<file path="config.mk">
export PLATFORM = sky130hd
export DESIGN_NAME = lqh_queue
export DESIGN_NICKNAME = d
export VERILOG_FILES = /design/src/sv/lqh_pkg.sv /design/src/sv/lqh_queue.sv
export SDC_FILE = /design/constraint.sdc
export NUM_CORES = 1
export LEC_CHECK = 0
export CORE_MARGIN = 5
export CORE_UTILIZATION = 50
export DETAILED_ROUTE_END_ITERATION = 6
export DONT_BUFFER_PORTS = 1
export HOLD_SLACK_MARGIN = 0.05
export PLACE_DENSITY = 0.78
export SYNTH_ARGS = -nofsm -noshare
export SYNTH_HDL_FRONTEND = slang
export SYNTH_SLANG_ARGS = --single-unit
</file>
<file path="constraint.sdc">
create_clock -name clock -period 2.2 [get_ports clock]
set_clock_uncertainty 0.15 [all_clocks]
set_input_delay 0.22 -clock clock [delete_from_list [all_inputs] [get_ports clock]]
set_output_delay 0.22 -clock clock [all_outputs]
set_load 0.05 [all_outputs]
</file>
<file path="src/sv/lqh_pkg.sv">
// ----------------------------------------------------------------------------
// lqh_pkg
// Shared types and constants for the letter/quality histogram block.
// ----------------------------------------------------------------------------
package lqh_pkg;

   // Operation codes
   localparam logic OP_COUNT = 1'b0;
   localparam logic OP_READ  = 1'b1;

   // Result status codes
   localparam logic [1:0] STATUS_OK      = 2'd0;
   localparam logic [1:0] STATUS_LETTER  = 2'd1;
   localparam logic [1:0] STATUS_QUALITY = 2'd2;

   // Base letters and the rows they map to
   localparam logic [7:0] CHAR_A = 8'h41;
   localparam logic [7:0] CHAR_T = 8'h54;
   localparam logic [7:0] CHAR_G = 8'h47;
   localparam logic [7:0] CHAR_C = 8'h43;
   localparam logic [7:0] CHAR_N = 8'h4E;

   localparam logic [2:0] ROW_A = 3'd0;
   localparam logic [2:0] ROW_T = 3'd1;
   localparam logic [2:0] ROW_G = 3'd2;
   localparam logic [2:0] ROW_C = 3'd3;
   localparam logic [2:0] ROW_N = 3'd4;

   localparam int NUM_ROWS = 5;

   localparam logic [7:0] QUALITY_OFFSET_RESET = 8'd33;

   // Queue between front and back
   localparam int QUEUE_DEPTH = 4;
   localparam int QUEUE_PTR_W = $clog2(QUEUE_DEPTH);
   localparam int QUEUE_CNT_W = $clog2(QUEUE_DEPTH + 1);

   typedef struct packed {
      logic       opcode;
      logic [7:0] base_char;
      logic [7:0] qual_char;
      logic       end_of_read;
      logic [2:0] read_row;
      logic [5:0] read_bin;
   } req_type;

   typedef struct packed {
      logic [1:0]  status;
      logic [31:0] count_value;
      logic        read_done;
   } rsp_type;

   // Classified item, as queued for the back end
   typedef struct packed {
      logic       opcode;
      logic [1:0] status;
      logic       done;
      logic [2:0] row;
      logic [7:0] bin;
   } job_type;

endpackage

</file>
<file path="src/sv/lqh_queue.sv">
// ----------------------------------------------------------------------------
// lqh_queue
// Short first-in first-out queue of classified items between the front
// and the back end.
// ----------------------------------------------------------------------------
module lqh_queue
   import lqh_pkg::*;
(
   input  logic    clock,
   input  logic    reset,
   input  logic    push,
   input  job_type push_job,
   output logic    full,
   input  logic    pop,
   output job_type head_job,
   output logic    empty
);

   job_type                  slot_ff [QUEUE_DEPTH];
   logic [QUEUE_PTR_W-1:0]   wr_ptr_ff;
   logic [QUEUE_PTR_W-1:0]   wr_ptr_in;
   logic [QUEUE_PTR_W-1:0]   rd_ptr_ff;
   logic [QUEUE_PTR_W-1:0]   rd_ptr_in;
   logic [QUEUE_CNT_W-1:0]   count_ff;
   logic [QUEUE_CNT_W-1:0]   count_in;
   logic                     do_push;
   logic                     do_pop;

   assign full     = (count_ff == QUEUE_CNT_W'(QUEUE_DEPTH));
   assign empty    = (count_ff == '0);
   assign head_job = slot_ff[rd_ptr_ff];
   assign do_push  = push && !full;
   assign do_pop   = pop && !empty;

   assign wr_ptr_in = do_push ? wr_ptr_ff + QUEUE_PTR_W'(1) : wr_ptr_ff;
   assign rd_ptr_in = do_pop ? rd_ptr_ff + QUEUE_PTR_W'(1) : rd_ptr_ff;

   always_comb begin
      count_in = count_ff;
      unique case ({do_push, do_pop})
         2'b10:   count_in = count_ff + QUEUE_CNT_W'(1);
         2'b01:   count_in = count_ff - QUEUE_CNT_W'(1);
         default: count_in = count_ff;
      endcase
   end

   always_ff @(posedge clock) begin
      if (reset) begin
         wr_ptr_ff <= '0;
         rd_ptr_ff <= '0;
         count_ff  <= '0;
      end else begin
         wr_ptr_ff <= wr_ptr_in;
         rd_ptr_ff <= rd_ptr_in;
         count_ff  <= count_in;
      end
   end

   always_ff @(posedge clock) begin
      if (do_push) begin
         slot_ff[wr_ptr_ff] <= push_job;
      end
   end

endmodule

</file>
# --- Word-level counts from Yosys, hierarchy flattened ---
# Memory sizes are Yosys's and may differ from the RTL's. A register that Yosys moved wholly into a read port is not among the register bits.
# Cells that the tools add are included.
word_totals:
  out_inout_bits: 17
  mem_bits_rw: 60
  word_cells: 22
  mem_count: 1
  reg_bits: 7
  in_bits: 19
classes:
  eq_ne: 3
  addsub: 4
  reduce_logical: 6
  muxes: 5
mem_list:
  columns: ["memory", "words", "word_bits", "read_ports", "rd_clocked_by_memory_dff", "wr", "line", "source"]
  rows:
  - ["slot_ff", 4, 15, 1, 1, 1, "lqh_queue.sv:19", "job_type slot_ff [QUEUE_DEPTH];"]
ops:
  columns: ["op", "n"]
  rows:
  - ["$pmux 3 s2", 1]
  - ["$add 2x1->2 const B", 2]
  - ["$mux 2", 2]
  - ["$add 3x1->3 const B", 1]
  - ["$eq 3x3->1 const B", 1]
  - ["$logic_not 3->1", 1]
  - ["$sub 3x1->3 const B", 1]
  - ["$eq 2x1->1 const B", 1]
  - ["$eq 2x2->1 const B", 1]
  - ["$logic_and 1x1->1", 2]
  - ["$logic_not 1->1", 2]
  - ["$mux 1", 2]
  - ["$reduce_bool 2->1", 1]

# --- Logic depth before layout (Yosys ltp) ---
logic_depth:
  depth_word: 5
  depth_mapped: 9
  mapped_depth_nobuf: 9

# --- Worst setup path before layout ---
# No wires, ideal clock.
synth_path:
  path_kind: "reg-to-reg"
  start: "reg count_ff[2]"
  end: "reg count_ff[2]"
  required_ns: 1.980
  setup_time_ns: 0.070
  slack_ns: -0.510
  n_path_buf: 0
  path_stages_with_launch: 10
  arrival_time_ns: 2.490
  synth_period_minus_slack_ns: 2.710
  path_cell_list: "dfxtp_1 > nor3b_2 > nor2_2 > inv_1 > ha_1 > inv_1 > fa_1 > xor2_1 > or3_1 > a21oi_1"
synth_between:
  elab_chain_cells: 5
  word_cells_on_any_way: 12
  classes_between: "add/sub: 2; eq/ne: 3; mux: 1; reduce/logical: 6"
synth_rtl:
  columns: ["element", "line", "source"]
  rows:
  - ["start, declared", "lqh_queue.sv:24", "logic [QUEUE_CNT_W-1:0] count_ff;"]
  - ["start signal, assigned", "lqh_queue.sv:55", "count_ff <= count_in;"]
  - ["$eq 3x3->1 *", "lqh_queue.sv:29", "assign full = (count_ff == QUEUE_CNT_W'(QUEUE_DEPTH));"]
  - ["named net full", "lqh_queue.sv:13", "output logic full,"]
  - ["$logic_not 1->1 *", "lqh_queue.sv:32", "assign do_push = push && !full;"]
  - ["$logic_and 1x1->1 *", "lqh_queue.sv:32", null]
  - ["$eq 2x1->1 / $eq 2x2->1 (equally long branches)", "lqh_queue.sv:40", "unique case ({do_push, do_pop})"]
  - ["$pmux 3 s2 / $reduce_bool 2->1 (equally long branches)", null, null]
# The timed path passes the listed nets; every way through them passes the cells marked *.
# A chain may end at the register's enable or synchronous reset.

# --- Worst setup path in the final report ---
layout_path:
  start: "reg count_ff[2]"
  end: "reg count_ff[2]"
layout_between:
  elab_chain_cells: 5
  word_cells_on_any_way: 12
  classes_between: "add/sub: 2; eq/ne: 3; mux: 1; reduce/logical: 6"
layout_rtl:
  columns: ["element", "line"]
  rows:
  - ["$eq 3x3->1 / $logic_not 3->1 (equally long branches)", "lqh_queue.sv:29, lqh_queue.sv:30"]
  - ["$logic_not 1->1 (on tied branches)", "lqh_queue.sv:32, lqh_queue.sv:33"]
  - ["$logic_and 1x1->1 (on tied branches)", "lqh_queue.sv:32, lqh_queue.sv:33"]
  - ["$eq 2x1->1 / $eq 2x2->1 (equally long branches)", "lqh_queue.sv:40"]
  - ["$pmux 3 s2 / $reduce_bool 2->1 (equally long branches)", null]
# Parallel ways exist; a longest one is shown, timed or not.

==> results.md <==
- The unique cell type count in the Yosys netlist is 24.
- The worst endpoint data arrival time is 2.25 ns.
- The worst-skew pair later-pin latency is 0.33 ns.
- Subtracting the final worst setup slack from the clock period gives 2.14 ns.
- During placement, the flow inserted port buffers numbering 0.
- The total of endpoints with negative setup slack in the final report is 0.
- The power per cell area is 1170 mW/mm^2.
- The synthesized area per cell is 20.3 sq um.
- Using the TritonRoute via totals, the vias-per-cell ratio works out to 5.16.
- The final wirelength is 4.70 mm.
- The count of final hold-check violations came to 0.
- Clock-pin slew was measured on the worst setup and hold paths at 0.07 ns.
- The longest clock path from root to sink contains 2 buffers.
- The die covers 0.00692 sq mm.
- The post-synthesis instance total is 132.
- Derived from the worst setup path, the maximum achievable clock frequency is 467 MHz.
- The number of warnings printed during yosys synthesis is 0.
- For this block, the via count after detailed routing is 1301.
- The min-delay analysis places its worst path in the category register to register.
- 0 antenna diodes ended up in the layout.
- The total global routing overflow is 0.
- The overall die width is 83.2 um.
- Ranked by total cell area, the synthesized netlist is headed by sky130_fd_sc_hd__edfxtp_1, sky130_fd_sc_hd__mux4_2, sky130_fd_sc_hd__dfxtp_1, sky130_fd_sc_hd__mux4_1, sky130_fd_sc_hd__ha_1.
- Entering global routing, the biggest net connects 13 pins.
- The net count of the finished layout is 202.
- Cells with a size suffix above 1 make up 30.8% of the layout.
- The number of antenna violations at the first check in global routing is 0.
- The floorplan has 26 rows.
- The worst path meets setup with 0.0592 ns of slack.
- The cell with the largest stage delay on the worst path is sky130_fd_sc_hd__dfxtp_4.
- The max-slew violation count was 0.
- The flip-flop and latch count after synthesis is 69.
- The largest voltage drop on the vdd net is 0.691 mV.
- The post-route DRC violation count is 0.
- Max-cap violations in this run came to 0.
- Measured against the total synthesized area, the mux share comes to 13.7%.
- The dominant combinational cell family by area after synthesis is multiplexers.
- During I/O placement, the number of pins put on the boundary was 36.
- The initial utilization of the core area, before any placement, comes to 52.1%.
- The worst path uses 97.3% of the clock period.
- The maximum fanout encountered on the critical timing path is 5.
- The final hold slack is 0.385 ns.
- The source of the critical timing path is count_ff[2]$_SDFFE_PP0P_.
- Across the whole layout, storage elements account for 0.00199 sq mm.
- The startpoint-to-endpoint class of the critical path is register to register.
- The clock root buffer is sky130_fd_sc_hd__clkbuf_8.
- The worst-case setup slack after placement is 0.0382 ns.
- The largest single stage delay on the critical path is 0.37 ns.
- The worst register-to-register path begins at count_ff[2]$_SDFFE_PP0P_.
- Of the total synthesized cell area, the portion taken by full adders, half adders and majority gates is 3.08%.
- Once detail routing completed, the nets flagged for antenna violations numbered 0.
- The clock tree from TritonCTS is yes.
- The flow ran to the end, and the final reports show no timing, DRC or antenna violations.
- Global routing used 14.8% of the available tracks.
- The critical hold path startpoint is wr_ptr_ff[1]$_SDFFE_PP0P_.
- The critical path capture point type is a register.
- The HPWL after detailed placement is 3.39 mm.
- The relative slew slack is 72.7%.
- The die height is 83.2 um.
- The routed wirelength normalized by instance count is 18.7 um.
- At the pin with the least slew margin, the transition time is 0.409 ns.
- The total of fill cells in the finished design is 387.
- The area added between synthesis and finish is 21.3%.
- The leakage power is 1.12 nW.
- The sequential cell area fraction in the yosys report is 74.0%.
- The number of global-route vias before repair is 1483.
- The post-synthesis instance area is 0.00268 sq mm.
- The worst setup path is launched from a register.
- Counting every sink on the clock net gives 69.
- The proportion of netlist area held by the largest area contributor is 67.3%.
- The first detailed-routing pass took 4 iterations.
- Summing the areas of all compound-gate instances in the mapped netlist gives 1.59% of the synthesized area.
- The net count of the mapped netlist is 157.
- The placeable core region is 0.00514 sq mm.
- The first global-routing pass estimated 7.54 mm of wire.
- The TritonCTS buffer count is 9.
- The maximum level of the CTS H-tree is 3.
- The signal on the critical path passes through nor3b_4, nor2_2, inv_1, ha_2, inv_2, fa_2, xor2_1, or3_1, a21oi_2.
- The synthesized design spends more area on one cell type than any other, namely sky130_fd_sc_hd__edfxtp_1.
- The completed layout was analyzed and its total power is 0.00381 W.
- The synthesized-area fraction occupied by xor and xnor cells is 0.981%.
- In the final layout, the multi-input gates occupy 641 sq um.
- The number of DRC violations after detailed-routing iteration 0 is 124.
- Of the total synthesized cell area, the portion taken by AND, OR, NAND and NOR gates is 4.02%.
- The required time at the worst-slack endpoint is 2.31 ns.
- The final estimated routing congestion in global placement is 0.676.
[per-layer routing]
layer  track usage, %  wire length (um)  part of all wire [%]  vias up
li1                 -                 -                     -      609
met2             26.8              2710                    58       31
met4             5.35                59                   1.3        0
met1             14.9              1700                    36      653
met3             6.44               236                   5.0        8
met5                0                 0                     0        -
[placed cells by master (no fill, tap or decap), drive strengths merged]
| cell | netlist | final |
|---|---|---|
| edfxtp | 60 | 60 |
| buf | 4 | 20 |
| dlygate4sd3 | 0 | 18 |
| mux4 | 15 | 15 |
| clkbuf | 0 | 9 |
| dfxtp | 9 | 9 |
| inv | 8 | 8 |
| nor2 | 6 | 6 |
| ha | 5 | 5 |
| clkinv | 0 | 5 |
| and2 | 4 | 4 |
| a21oi | 4 | 4 |
| xor2 | 3 | 3 |
| o21ai | 3 | 3 |
| or3 | 3 | 3 |
| nand2b | 2 | 2 |
| clkinvlp | 0 | 2 |
| o31ai | 1 | 1 |
| nor3b | 1 | 1 |
| nor3 | 1 | 1 |
| nand2 | 1 | 1 |
| mux2i | 1 | 1 |
| fa | 1 | 1 |
[path summary, 6_finish.rpt]
check / endpoint / slack [ns] / cells after the start
max: count_ff[2]$_SDFFE_PP0P_ / 0.06 / 9
min: wr_ptr_ff[1]$_SDFFE_PP0P_ / 0.38 / 2
max reg2reg: count_ff[2]$_SDFFE_PP0P_ / 0.06 / 9
min reg2reg: wr_ptr_ff[1]$_SDFFE_PP0P_ / 0.38 / 2
[Yosys cell counts, drive strengths merged]
cell / instances
ha: 5
mux4: 15
buf: 4
or3: 3
fa: 1
o31ai: 1
nor3: 1
o21ai: 3
edfxtp: 60
nand2b: 2
mux2i: 1
a21oi: 4
xor2: 3
nor3b: 1
nor2: 6
dfxtp: 9
inv: 8
nand2: 1
and2: 4
[metrics by stage]
step	area, sq um	setup TNS, ns	util, %	std cells
global placement	2880	0	56.1	217
finish	3250	0	63.2	252
CTS	3230	0	62.9	251
detailed placement	2880	0	56.1	217
floorplan	2690	-0.344	-	132
global route	3250	-0.0195	63.2	252
[worst max-delay path: cells and delay by family, from the launching register on]
family,cells,cell delay (ns)
AOI/OAI and AO/OA,1,0.15
xor gates and xnor gates,1,0.15
adders and majority gates,2,0.50
buffers and inverters,2,0.10
DFF,1,0.37
and+or+nand+nor,3,0.64
[power by group]
| group | switching (W) | internal [W] |
|---|---|---|
| sequential | 0.0000976 | 0.00158 |
| combinational | 0.000844 | 0.000448 |
| clock | 0.000442 | 0.000399 |
| total | 0.00138 | 0.00243 |
[state kept, by name, summed over array words and instances, names as in the netlist, named ones only]
| name | count |
|---|---|
| slot_ff | 60 |
| wr_ptr_ff | 2 |
| count_ff | 3 |
| rd_ptr_ff | 2 |
[cell families (layout without fill, tap and decap cells)]
logic type,after synthesis,count (layout)
xor+xnor,3,3
compound gates,8,8
buf+inv,12,62
fa+ha+maj,6,6
simple gates,18,18
flops,69,69
mux,16,16
[cell type report]
type / instances / area share [%]
Tap cell: 70 / 2.70
Clock inverter: 7 / 1.31
Timing Repair Buffer: 38 / 10.2
Sequential cell: 69 / 61.3
Inverter: 8 / 0.925
Multi-Input combinational cell: 51 / 19.7
Clock buffer: 9 / 3.82
[what timing repair did]
action / in CTS / in global routing
gates resized for setup: 1 / 3
pin swaps: 0 / 1
buffers inserted: 0 / 1
gates cloned: 0 / 0
endpoints found under the setup margin: 6 / 1
endpoints found under the hold margin: 69 / 0
hold buffers: 18 / 0
(Power assumes the default switching activity.)
