### src/sv/lqh_pkg.sv
// ----------------------------------------------------------------------------
// lqh_pkg
// Shared types and constants for the letter/quality histogram block.
// ----------------------------------------------------------------------------
package lqh_pkg;

   // Operation codes
   localparam logic OP_COUNT = 1'b0;
   localparam logic OP_READ  = 1'b1;

   // Result status codes
   localparam logic [1:0] STATUS_OK      = 2'd0;
   localparam logic [1:0] STATUS_LETTER  = 2'd1;
   localparam logic [1:0] STATUS_QUALITY = 2'd2;

   // Base letters and the rows they map to
   localparam logic [7:0] CHAR_A = 8'h41;
   localparam logic [7:0] CHAR_T = 8'h54;
   localparam logic [7:0] CHAR_G = 8'h47;
   localparam logic [7:0] CHAR_C = 8'h43;
   localparam logic [7:0] CHAR_N = 8'h4E;

   localparam logic [2:0] ROW_A = 3'd0;
   localparam logic [2:0] ROW_T = 3'd1;
   localparam logic [2:0] ROW_G = 3'd2;
   localparam logic [2:0] ROW_C = 3'd3;
   localparam logic [2:0] ROW_N = 3'd4;

   localparam int NUM_ROWS = 5;

   localparam logic [7:0] QUALITY_OFFSET_RESET = 8'd33;

   // Queue between front and back
   localparam int QUEUE_DEPTH = 4;
   localparam int QUEUE_PTR_W = $clog2(QUEUE_DEPTH);
   localparam int QUEUE_CNT_W = $clog2(QUEUE_DEPTH + 1);

   typedef struct packed {
      logic       opcode;
      logic [7:0] base_char;
      logic [7:0] qual_char;
      logic       end_of_read;
      logic [2:0] read_row;
      logic [5:0] read_bin;
   } req_type;

   typedef struct packed {
      logic [1:0]  status;
      logic [31:0] count_value;
      logic        read_done;
   } rsp_type;

   // Classified item, as queued for the back end
   typedef struct packed {
      logic       opcode;
      logic [1:0] status;
      logic       done;
      logic [2:0] row;
      logic [7:0] bin;
   } job_type;

endpackage

### src/sv/lqh_front.sv
// ----------------------------------------------------------------------------
// lqh_front
// Accepts items, holds the quality offset and classifies each item into a
// row, a bin and a status before it enters the queue.
// ----------------------------------------------------------------------------
module lqh_front
   import lqh_pkg::*;
#(
   parameter int NUM_BINS = 60
) (
   input  logic       clock,
   input  logic       reset,
   input  logic       req_valid,
   output logic       req_ready,
   input  req_type    req_payload,
   input  logic       csr_wr_en,
   input  logic [7:0] csr_wr_data,
   input  logic       clear_busy,
   input  logic       queue_full,
   output logic       queue_push,
   output job_type    queue_job
);

   logic [7:0] offset_ff;
   logic [7:0] offset_in;
   logic [2:0] letter_row;
   logic       letter_ok;
   logic [7:0] count_bin;

   assign offset_in = csr_wr_en ? csr_wr_data : offset_ff;

   always_ff @(posedge clock) begin
      if (reset) begin
         offset_ff <= QUALITY_OFFSET_RESET;
      end else begin
         offset_ff <= offset_in;
      end
   end

   always_comb begin
      letter_ok  = 1'b1;
      letter_row = ROW_A;
      unique case (req_payload.base_char)
         CHAR_A:  letter_row = ROW_A;
         CHAR_T:  letter_row = ROW_T;
         CHAR_G:  letter_row = ROW_G;
         CHAR_C:  letter_row = ROW_C;
         CHAR_N:  letter_row = ROW_N;
         default: letter_ok  = 1'b0;
      endcase
   end

   // bin wraps modulo 256
   assign count_bin = req_payload.qual_char - offset_ff;

   always_comb begin
      queue_job.opcode = req_payload.opcode;
      if (req_payload.opcode == OP_COUNT) begin
         queue_job.row  = letter_row;
         queue_job.bin  = count_bin;
         queue_job.done = req_payload.end_of_read;
         priority if (!letter_ok) begin
            queue_job.status = STATUS_LETTER;
         end else if ({1'b0, count_bin} >= 9'(NUM_BINS)) begin
            queue_job.status = STATUS_QUALITY;
         end else begin
            queue_job.status = STATUS_OK;
         end
      end else begin
         queue_job.row  = req_payload.read_row;
         queue_job.bin  = 8'(req_payload.read_bin);
         queue_job.done = 1'b0;
         priority if (req_payload.read_row > ROW_N) begin
            queue_job.status = STATUS_LETTER;
         end else if (9'(req_payload.read_bin) >= 9'(NUM_BINS)) begin
            queue_job.status = STATUS_QUALITY;
         end else begin
            queue_job.status = STATUS_OK;
         end
      end
   end

   assign req_ready  = !queue_full && !clear_busy;
   assign queue_push = req_valid && req_ready;

endmodule

### config.mk
export PLATFORM = sky130hd
export DESIGN_NAME = lqh_front
export DESIGN_NICKNAME = d
export VERILOG_FILES = /design/src/sv/lqh_pkg.sv /design/src/sv/lqh_front.sv
export SDC_FILE = /design/constraint.sdc
export NUM_CORES = 1
export LEC_CHECK = 0
export BUFFER_PORTS_ARGS = -buffer_cell sky130_fd_sc_hd__buf_2
export CORE_MARGIN = 2
export CORE_UTILIZATION = 30
export DETAILED_ROUTE_END_ITERATION = 7
export PLACE_DENSITY = 0.62
export SKIP_LAST_GASP = 1
export SLEW_MARGIN = 20
export SYNTH_ARGS = -nofsm -noshare
export SYNTH_HDL_FRONTEND = slang
export SYNTH_SLANG_ARGS = --single-unit
### constraint.sdc
create_clock -name clock -period 2.5 [get_ports clock]
set_input_delay 0.125 -clock clock [delete_from_list [all_inputs] [get_ports clock]]
set_output_delay 0.125 -clock clock [all_outputs]
set_load 0.02 [all_outputs]
### Word-level counts from Yosys, hierarchy flattened

Cells that the tools add are included.

* bits in registers: 8
* bits of input ports: 41
* output and inout bits: 17
* logic and storage cells: 22

* $add $sub $neg: 1
* magnitude comparators: 3
* eq/ne operators: 5
* mux-type cells: 7
* reductions and logical operators: 5

Operators by type and width (count)
* $eq 8x7->1 const B: 5
* $mux 14: 1
* $pmux 3 s4: 1
* $ge 8x6->1 const B: 1
* $mux 2: 4
* $sub 8x8->8: 1
* $ge 6x6->1 const B: 1
* $reduce_or 5->1: 1
* $gt 3x3->1 const B: 1
* $logic_and 1x1->1: 2
* $logic_not 1->1: 2
* $mux 1: 1

### Logic depth before layout (Yosys ltp)

Gate-level depths: netlist of the first run.

* depth in word-level cells: 5
* depth in mapped cells: 9
* mapped depth without buffers: 9

### Worst setup path before layout of the first run

OpenSTA, ideal clock, no wires.

* kind: reg2out
* start: register offset_ff[0]
* end: output queue_job[13] (netlist bit)
* arrival time: 2.056 ns
* data required time: 2.375 ns
* slack: 0.319 ns
* stages on the path, launching flop included: 8
* path buffers: 0
* path through: dfxtp_1 ha_1 inv_1 fa_1 a31o_2 xnor2_1 o41a_1 a31oi_1

RTL lines
* start: declaration: line lqh_front.sv:24 `logic [7:0] offset_ff;`
* start signal: assignment: line lqh_front.sv:36 `offset_ff <= offset_in;`
* end: declaration: line lqh_front.sv:21 `output job_type queue_job`

==> results of run 1 <==
[logic make-up after synthesis]
logic type | count (synthesis)
XOR/XNOR | 7
multiplexers | 9
buffers and inverters | 15
AND/OR/NAND/NOR | 37
AO/OA/AOI/OAI | 25
adder cells (fa/ha/maj) | 8
flip-flops | 8
[worst max path at each step]
stage,depth (start not counted),start,slack (ns),endpoint
2_1_floorplan,7,offset_ff[0],0.32,queue_job[13]
6_report,8,offset_ff[0],0.09,queue_job[13]
4_1_cts,9,offset_ff[1],0.008,queue_job[13]
5_1_grt,8,offset_ff[0],-0.03,queue_job[13]
3_5_place_dp,8,offset_ff[0],0.28,queue_job[13]
3_3_place_gp,8,offset_ff[0],0.32,queue_job[13]
[stage by stage]
stage                     TNS [ns]  total power, mW  std cells
final                            0            0.474        197
after global routing       -0.0272            0.510        197
after CTS                        0            0.473        196
after detailed placement         0            0.369        193
after global placement           0            0.366        193
after floorplan                  0            0.292        109
[cells in the mapped netlist]
cell type  instances
nor2b_1            3
o2111ai_1          1
inv_1             11
a31o_2             1
a32o_1             1
a31oi_1            1
a32oi_1            1
nor2b_2            1
ha_1               7
a22o_1             1
a21o_1             3
xor2_1             1
a21oi_2            1
buf_4              1
mux2i_1            8
dfxtp_1            8
o21ai_0            9
nand3b_1           1
mux2_2             1
nor2_1            13
nand3_1            3
clkbuf_1           2
nand2_1           10
fa_1               1
buf_2              1
nand2b_1           2
nor3b_1            1
nand2_2            1
o211ai_1           1
o41a_1             1
or4b_1             1
and2_1             1
a21oi_1            4
xnor2_1            6
[layout make-up]
class,instances,area [um2]
fillers,291,1500
multi-input cells,86,629
repair buffers,58,295
flip-flops and latches,8,163
inverters,11,41.3
well taps,31,38.8
clock buffers,3,22.5
[layout by cell type (no fill, tap or decap)]
cell type | netlist | routed
nor3b_1 | 1 | 1
o211ai_1 | 1 | 1
o2111ai_2 | 0 | 1
inv_1 | 11 | 10
buf_2 | 1 | 56
buf_4 | 1 | 2
nor2b_1 | 3 | 3
a31oi_1 | 1 | 1
ha_1 | 7 | 5
a32o_1 | 1 | 1
nor2_1 | 13 | 13
a22o_1 | 1 | 1
nand2_1 | 10 | 10
nand3b_1 | 1 | 1
inv_2 | 0 | 1
nor2b_2 | 1 | 1
nand2b_1 | 2 | 2
xnor2_1 | 6 | 6
mux2i_1 | 8 | 8
a21o_1 | 3 | 3
a31o_2 | 1 | 1
a32oi_1 | 1 | 1
dfxtp_1 | 8 | 6
nand3_1 | 3 | 3
xor2_1 | 1 | 1
ha_4 | 0 | 1
fa_2 | 0 | 1
dfxtp_2 | 0 | 2
ha_2 | 0 | 1
o21ai_0 | 9 | 9
a21oi_1 | 4 | 4
mux2_2 | 1 | 1
a21oi_2 | 1 | 1
o41a_1 | 1 | 1
or4b_1 | 1 | 1
and2_1 | 1 | 1
nand2_2 | 1 | 1
clkbuf_4 | 0 | 3
[power by group through the flow]
stage	logic, mW	registers (mW)	clock network, mW
6_report	0.235	0.140	0.0984
5_1_grt	0.260	0.141	0.110
4_1_cts	0.229	0.140	0.104
3_5_place_dp	0.227	0.142	0
3_3_place_gp	0.224	0.142	0
2_1_floorplan	0.151	0.141	0
[per-layer routing]
metal	wire [um]	vias up	track usage
met1	982	415	0.174
met2	1000	45	0.233
met4	23	0	0.0646
li1	-	489	-
met5	0	-	0
met3	175	4	0.0161
[worst max-delay path, stage by stage (launching register included)]
cell	delay [ns]
dfxtp_2	0.33
ha_2	0.18
inv_1	0.05
fa_2	0.35
a31o_2	0.23
xnor2_1	0.14
o41a_1	0.41
a31oi_1	0.19
buf_4	0.17
[what timing repair did]
item,4_1_cts,5_1_grt
endpoints found under the setup margin,1,1
buffers inserted,0,1
gates resized for setup,1,7
cloned,0,0
pin swaps,0,4
==> results.sh, run 1 <==
export IMPL_setup_violations=0
export IMPL_drt_iter0_drc=19
export IMPL_whs_ns=0.0880
export IMPL_grt_overflow_total=0
export IMPL_clkLatencyLatePin_ns=0.25
export IMPL_setup_slack_ns=0.0909
export IMPL_num_vias=953
export IMPL_outcome="finished clean"
export IMPL_regMostFlops="offset_ff"
export IMPL_io_pins=58
export IMPL_rows=19
export IMPL_p_leak_nw=0.607
export IMPL_wire_per_inst_um=11.1
export IMPL_path_clk_slew_ns=0.05
export IMPL_internal_power_mw=0.297
export IMPL_worstPathArrival_ns=2.28
export IMPL_synth_top_family_by_area="simple AND/OR/NAND/NOR gates"
export IMPL_min_delay_path_depth=3
export IMPL_viasPerCell=4.84
export IMPL_yosys_area_top_type="dfxtp_1"
export IMPL_start_util=0.308
export IMPL_ys_seq_area_frac=0.194
export IMPL_reg_largest_list="offset_ff (8)"
export IMPL_drc=0
export IMPL_worst_setup_path_type="reg2out"
export IMPL_max_clock_path_buffers=2
export IMPL_fmax_ghz=0.415
export IMPL_min_from="csr_wr_data[0]"
export IMPL_r2r_end="offset_ff[1]"
export IMPL_nets=217
export IMPL_synth_compound_area_frac=0.201
export IMPL_grt_pass1_vias=930
export IMPL_switchingPower_mw=0.177
export IMPL_relSlewSlack=0.782
export IMPL_h_tree_depth=1
export IMPL_largest_reg_flops=8
export IMPL_crit_fanout=2
export IMPL_dp_hpwl_mm=1.85
export IMPL_tritoncts="built"
export IMPL_clock_power_share=0.208
export IMPL_cts_inserted_buffers=3
export IMPL_die_w_um=56.5
export IMPL_synth_xor_area_frac=0.0741
export IMPL_seq_power_share=0.296
export IMPL_area_growth_pct=43.9
export IMPL_synth_area_leaders="dfxtp_1, ha_1, mux2i_1"
export IMPL_numPortBuffers=57
export IMPL_rsz0062_at_grt="yes"
export IMPL_synth_top_area_share=0.194
export IMPL_final_max_slew_viol_count=0
export IMPL_r2r_setup_slack_ns=1.78
export IMPL_hold_viol=0
export IMPL_syn_avg_cell_area_um2=7.59
export IMPL_antenna_found_initial=0
export IMPL_postLayoutCoreUtil=0.443
export IMPL_tightestPinTransition_ns=0.324
export IMPL_startpoint_type="register"
export IMPL_final_antenna_net_count=0
export IMPL_end_kind="output port"
export IMPL_ir_drop_uv=264
export IMPL_cap_violations=0
export IMPL_syn_area_um2=827
export IMPL_r2r_start="offset_ff[1]"
export IMPL_synthMuxAreaShare=0.110
export IMPL_gp_congestion=0.813
export IMPL_syn_inst=109
export IMPL_syn_num_nets=158
export IMPL_finalWirelength_mm=2.18
export IMPL_postCtsHoldBufs=0
export IMPL_combinationalPowerShare=0.496
export IMPL_core_um2=2690
export IMPL_grt_use_total=0.138
export IMPL_root_buffer="clkbuf_4"
export IMPL_hp_class="in2reg"
export IMPL_period_share=0.964
export IMPL_clock_sinks=8
export IMPL_grt_pass1_wl_mm=3.62
export IMPL_diodes=0
export IMPL_placed_cell_area_um2=1130
export IMPL_grt_max_degree=20
export IMPL_finalCriticalPeriod_ns=2.41
export IMPL_yosysUniqueCellTypes=34
export IMPL_netSwitchingFraction=0.373
export IMPL_power_per_cell_area_nw_per_um2=398
export IMPL_crit_required_ns=2.38
export IMPL_reg2reg_depth=3
export IMPL_dieArea_um2=3190
export IMPL_synthAdderAreaFrac=0.130
export IMPL_yosysWarnings=0
export IMPL_skew_ns=0
export IMPL_synth_simple_area_share=0.216
export IMPL_place_ws_ns=0.278
export IMPL_hold_end="offset_ff[0]"
export IMPL_ys_ff_latch=8
export IMPL_drive_gt1_frac=0.440
export IMPL_firstDrtPassIters=4
export IMPL_die_h_um=56.5
export IMPL_final_area_um2=1190
Power figures use the tool's default switching activity.
==> inputs of run 2 (changes only) <==
--- a/config.mk
+++ b/config.mk
@@ -9,9 +9,9 @@
 export CORE_MARGIN = 2
 export CORE_UTILIZATION = 30
 export DETAILED_ROUTE_END_ITERATION = 7
-export PLACE_DENSITY = 0.62
 export SKIP_LAST_GASP = 1
 export SLEW_MARGIN = 20
 export SYNTH_ARGS = -nofsm -noshare
 export SYNTH_HDL_FRONTEND = slang
 export SYNTH_SLANG_ARGS = --single-unit
+export TNS_END_PERCENT = 5
==> results.sh, run 2 (synthesized netlist as in run 1, its figures left out) <==
export IMPL_outcome="finished clean"
export IMPL_nets=218
export IMPL_r2r_end="offset_ff[0]"
export IMPL_viasPerCell=4.82
export IMPL_grt_pass1_vias=959
export IMPL_skew_ns=0
export IMPL_hp_class="in2reg"
export IMPL_path_delay_family="compound AO/OA/AOI/OAI gates"
export IMPL_area_growth_pct=48.3
export IMPL_die_w_um=56.5
export IMPL_min_from="csr_wr_data[5]"
export IMPL_finalCriticalPeriod_ns=2.40
export IMPL_drt_iter0_drc=36
export IMPL_wire_per_inst_um=11.2
export IMPL_power_per_cell_area_nw_per_um2=394
export IMPL_r2r_start="offset_ff[0]"
export IMPL_critPathSlowestCell="o41a_1"
export IMPL_io_pins=58
export IMPL_setup_slack_ns=0.102
export IMPL_final_antenna_net_count=0
export IMPL_grt_use_total=0.142
export IMPL_grt_pass1_wl_mm=3.79
export IMPL_grt_max_degree=20
export IMPL_reg2reg_depth=3
export IMPL_dp_hpwl_mm=1.83
export IMPL_worstPathArrival_ns=2.27
export IMPL_worst_setup_path_type="reg2out"
export IMPL_gp_congestion=0.802
export IMPL_path_clk_slew_ns=0.05
export IMPL_place_ws_ns=0.270
export IMPL_critical_path_buf_inv_count=2
export IMPL_rsz0062_at_grt="no"
export IMPL_fmax_ghz=0.417
export IMPL_fin_tns_setup_ns=0
export IMPL_max_clock_path_buffers=2
export IMPL_die_h_um=56.5
export IMPL_finalWirelength_mm=2.21
export IMPL_cp_slowest_stage_delay_ns=0.43
export IMPL_grt_overflow_total=0
export IMPL_num_vias=955
export IMPL_crit_fanout=2
export IMPL_setup_violations=0
export IMPL_firstDrtPassIters=3
export IMPL_clock_sinks=8
export IMPL_root_buffer="clkbuf_4"
export IMPL_antenna_found_initial=0
export IMPL_min_delay_path_depth=3
export IMPL_rows=19
export IMPL_hold_end="offset_ff[5]"
export IMPL_regMostFlops="offset_ff"
export IMPL_tightestPinTransition_ns=0.359
export IMPL_crit_required_ns=2.38
export IMPL_diodes=0
export IMPL_dieArea_um2=3190
export IMPL_reg_largest_list="offset_ff (8)"
export IMPL_startpoint_type="register"
export IMPL_mostFrequentLayoutCells="buf_2, nor2_1, inv_1, nand2_1, o21ai_0"
export IMPL_p_leak_nw=0.616
export IMPL_end_kind="output port"
export IMPL_r2r_setup_slack_ns=1.74
export IMPL_final_max_slew_viol_count=0
export IMPL_core_um2=2690
export IMPL_cap_violations=0
export IMPL_finalPower_mw=0.484
export IMPL_nFillCells=286
export IMPL_start_util=0.308
export IMPL_drc=0
export IMPL_h_tree_depth=1
export IMPL_tritoncts="built"
export IMPL_hold_viol=0
export IMPL_relSlewSlack=0.758
export IMPL_largest_reg_flops=8
export IMPL_final_common_cell="buf_2"
export IMPL_ir_drop_uv=267
export IMPL_cts_inserted_buffers=3
export IMPL_numPortBuffers=57
export IMPL_clkLatencyLatePin_ns=0.25
export IMPL_period_share=0.959
export IMPL_crit_chain="inv_2 -> ha_1 -> nor2b_2 -> o2111ai_2 -> nand2_2 -> xnor2_1 -> o41a_1 -> a31oi_2 -> buf_4"
export IMPL_drive_gt1_frac=0.455
-- run 2: metrics by stage --
stage / area (um2) / hold WS, ns / utilization / instances
after floorplan: 827 / 0.197 / - / 109
after global placement: 1130 / 0.352 / 0.421 / 193
after detailed placement: 1130 / 0.356 / 0.421 / 193
after CTS: 1160 / 0.0904 / 0.431 / 196
after global routing: 1230 / 0.115 / 0.456 / 198
final: 1230 / 0.0955 / 0.456 / 198
-- run 2: tightest hold or removal path, cell delays in order --
cell and delay [ns]:
buf_2 0.08, nand2_1 0.05, o211ai_1 0.06
-- run 2: power breakdown --
part,total (mW),internal (mW),switching (mW)
Combinational,0.245,0.112,0.133
Clock,0.0977,0.0549,0.0429
Sequential,0.141,0.136,0.00473
-- run 2: worst max-delay path by stage --
stage,startpoint,to,cells after the start
final,offset_ff[1],queue_job[13],9
after global routing,offset_ff[1],queue_job[13],9
after CTS,offset_ff[1],queue_job[13],9
after detailed placement,offset_ff[0],queue_job[13],8
after global placement,offset_ff[0],queue_job[13],8
after floorplan,offset_ff[0],queue_job[13],7
-- run 2: layer usage --
metal | vias up | global-route usage | wire length, um
met5 | - | 0 | 0
met4 | 0 | 0.0544 | 14
met3 | 2 | 0.0207 | 189
met2 | 40 | 0.246 | 1050
met1 | 418 | 0.176 | 962
li1 | 495 | - | -
-- run 2: repair_timing --
action | 4_1_cts | 5_1_grt
pin swaps | 0 | 8
hold buffers | 0 | 0
cloned | 0 | 0
setup endpoints to repair | 1 | 1
gates resized for setup | 2 | 10
buffers inserted | 0 | 2
-- run 2: layout make-up --
cell class,count,area (um2),area share
multi-input cells,86,658,0.537
repair buffers,59,303,0.247
flip-flops and latches,8,163,0.133
inverters,11,41.3,0.0337
well taps,31,38.8,0.0316
clock buffers,3,22.5,0.0184
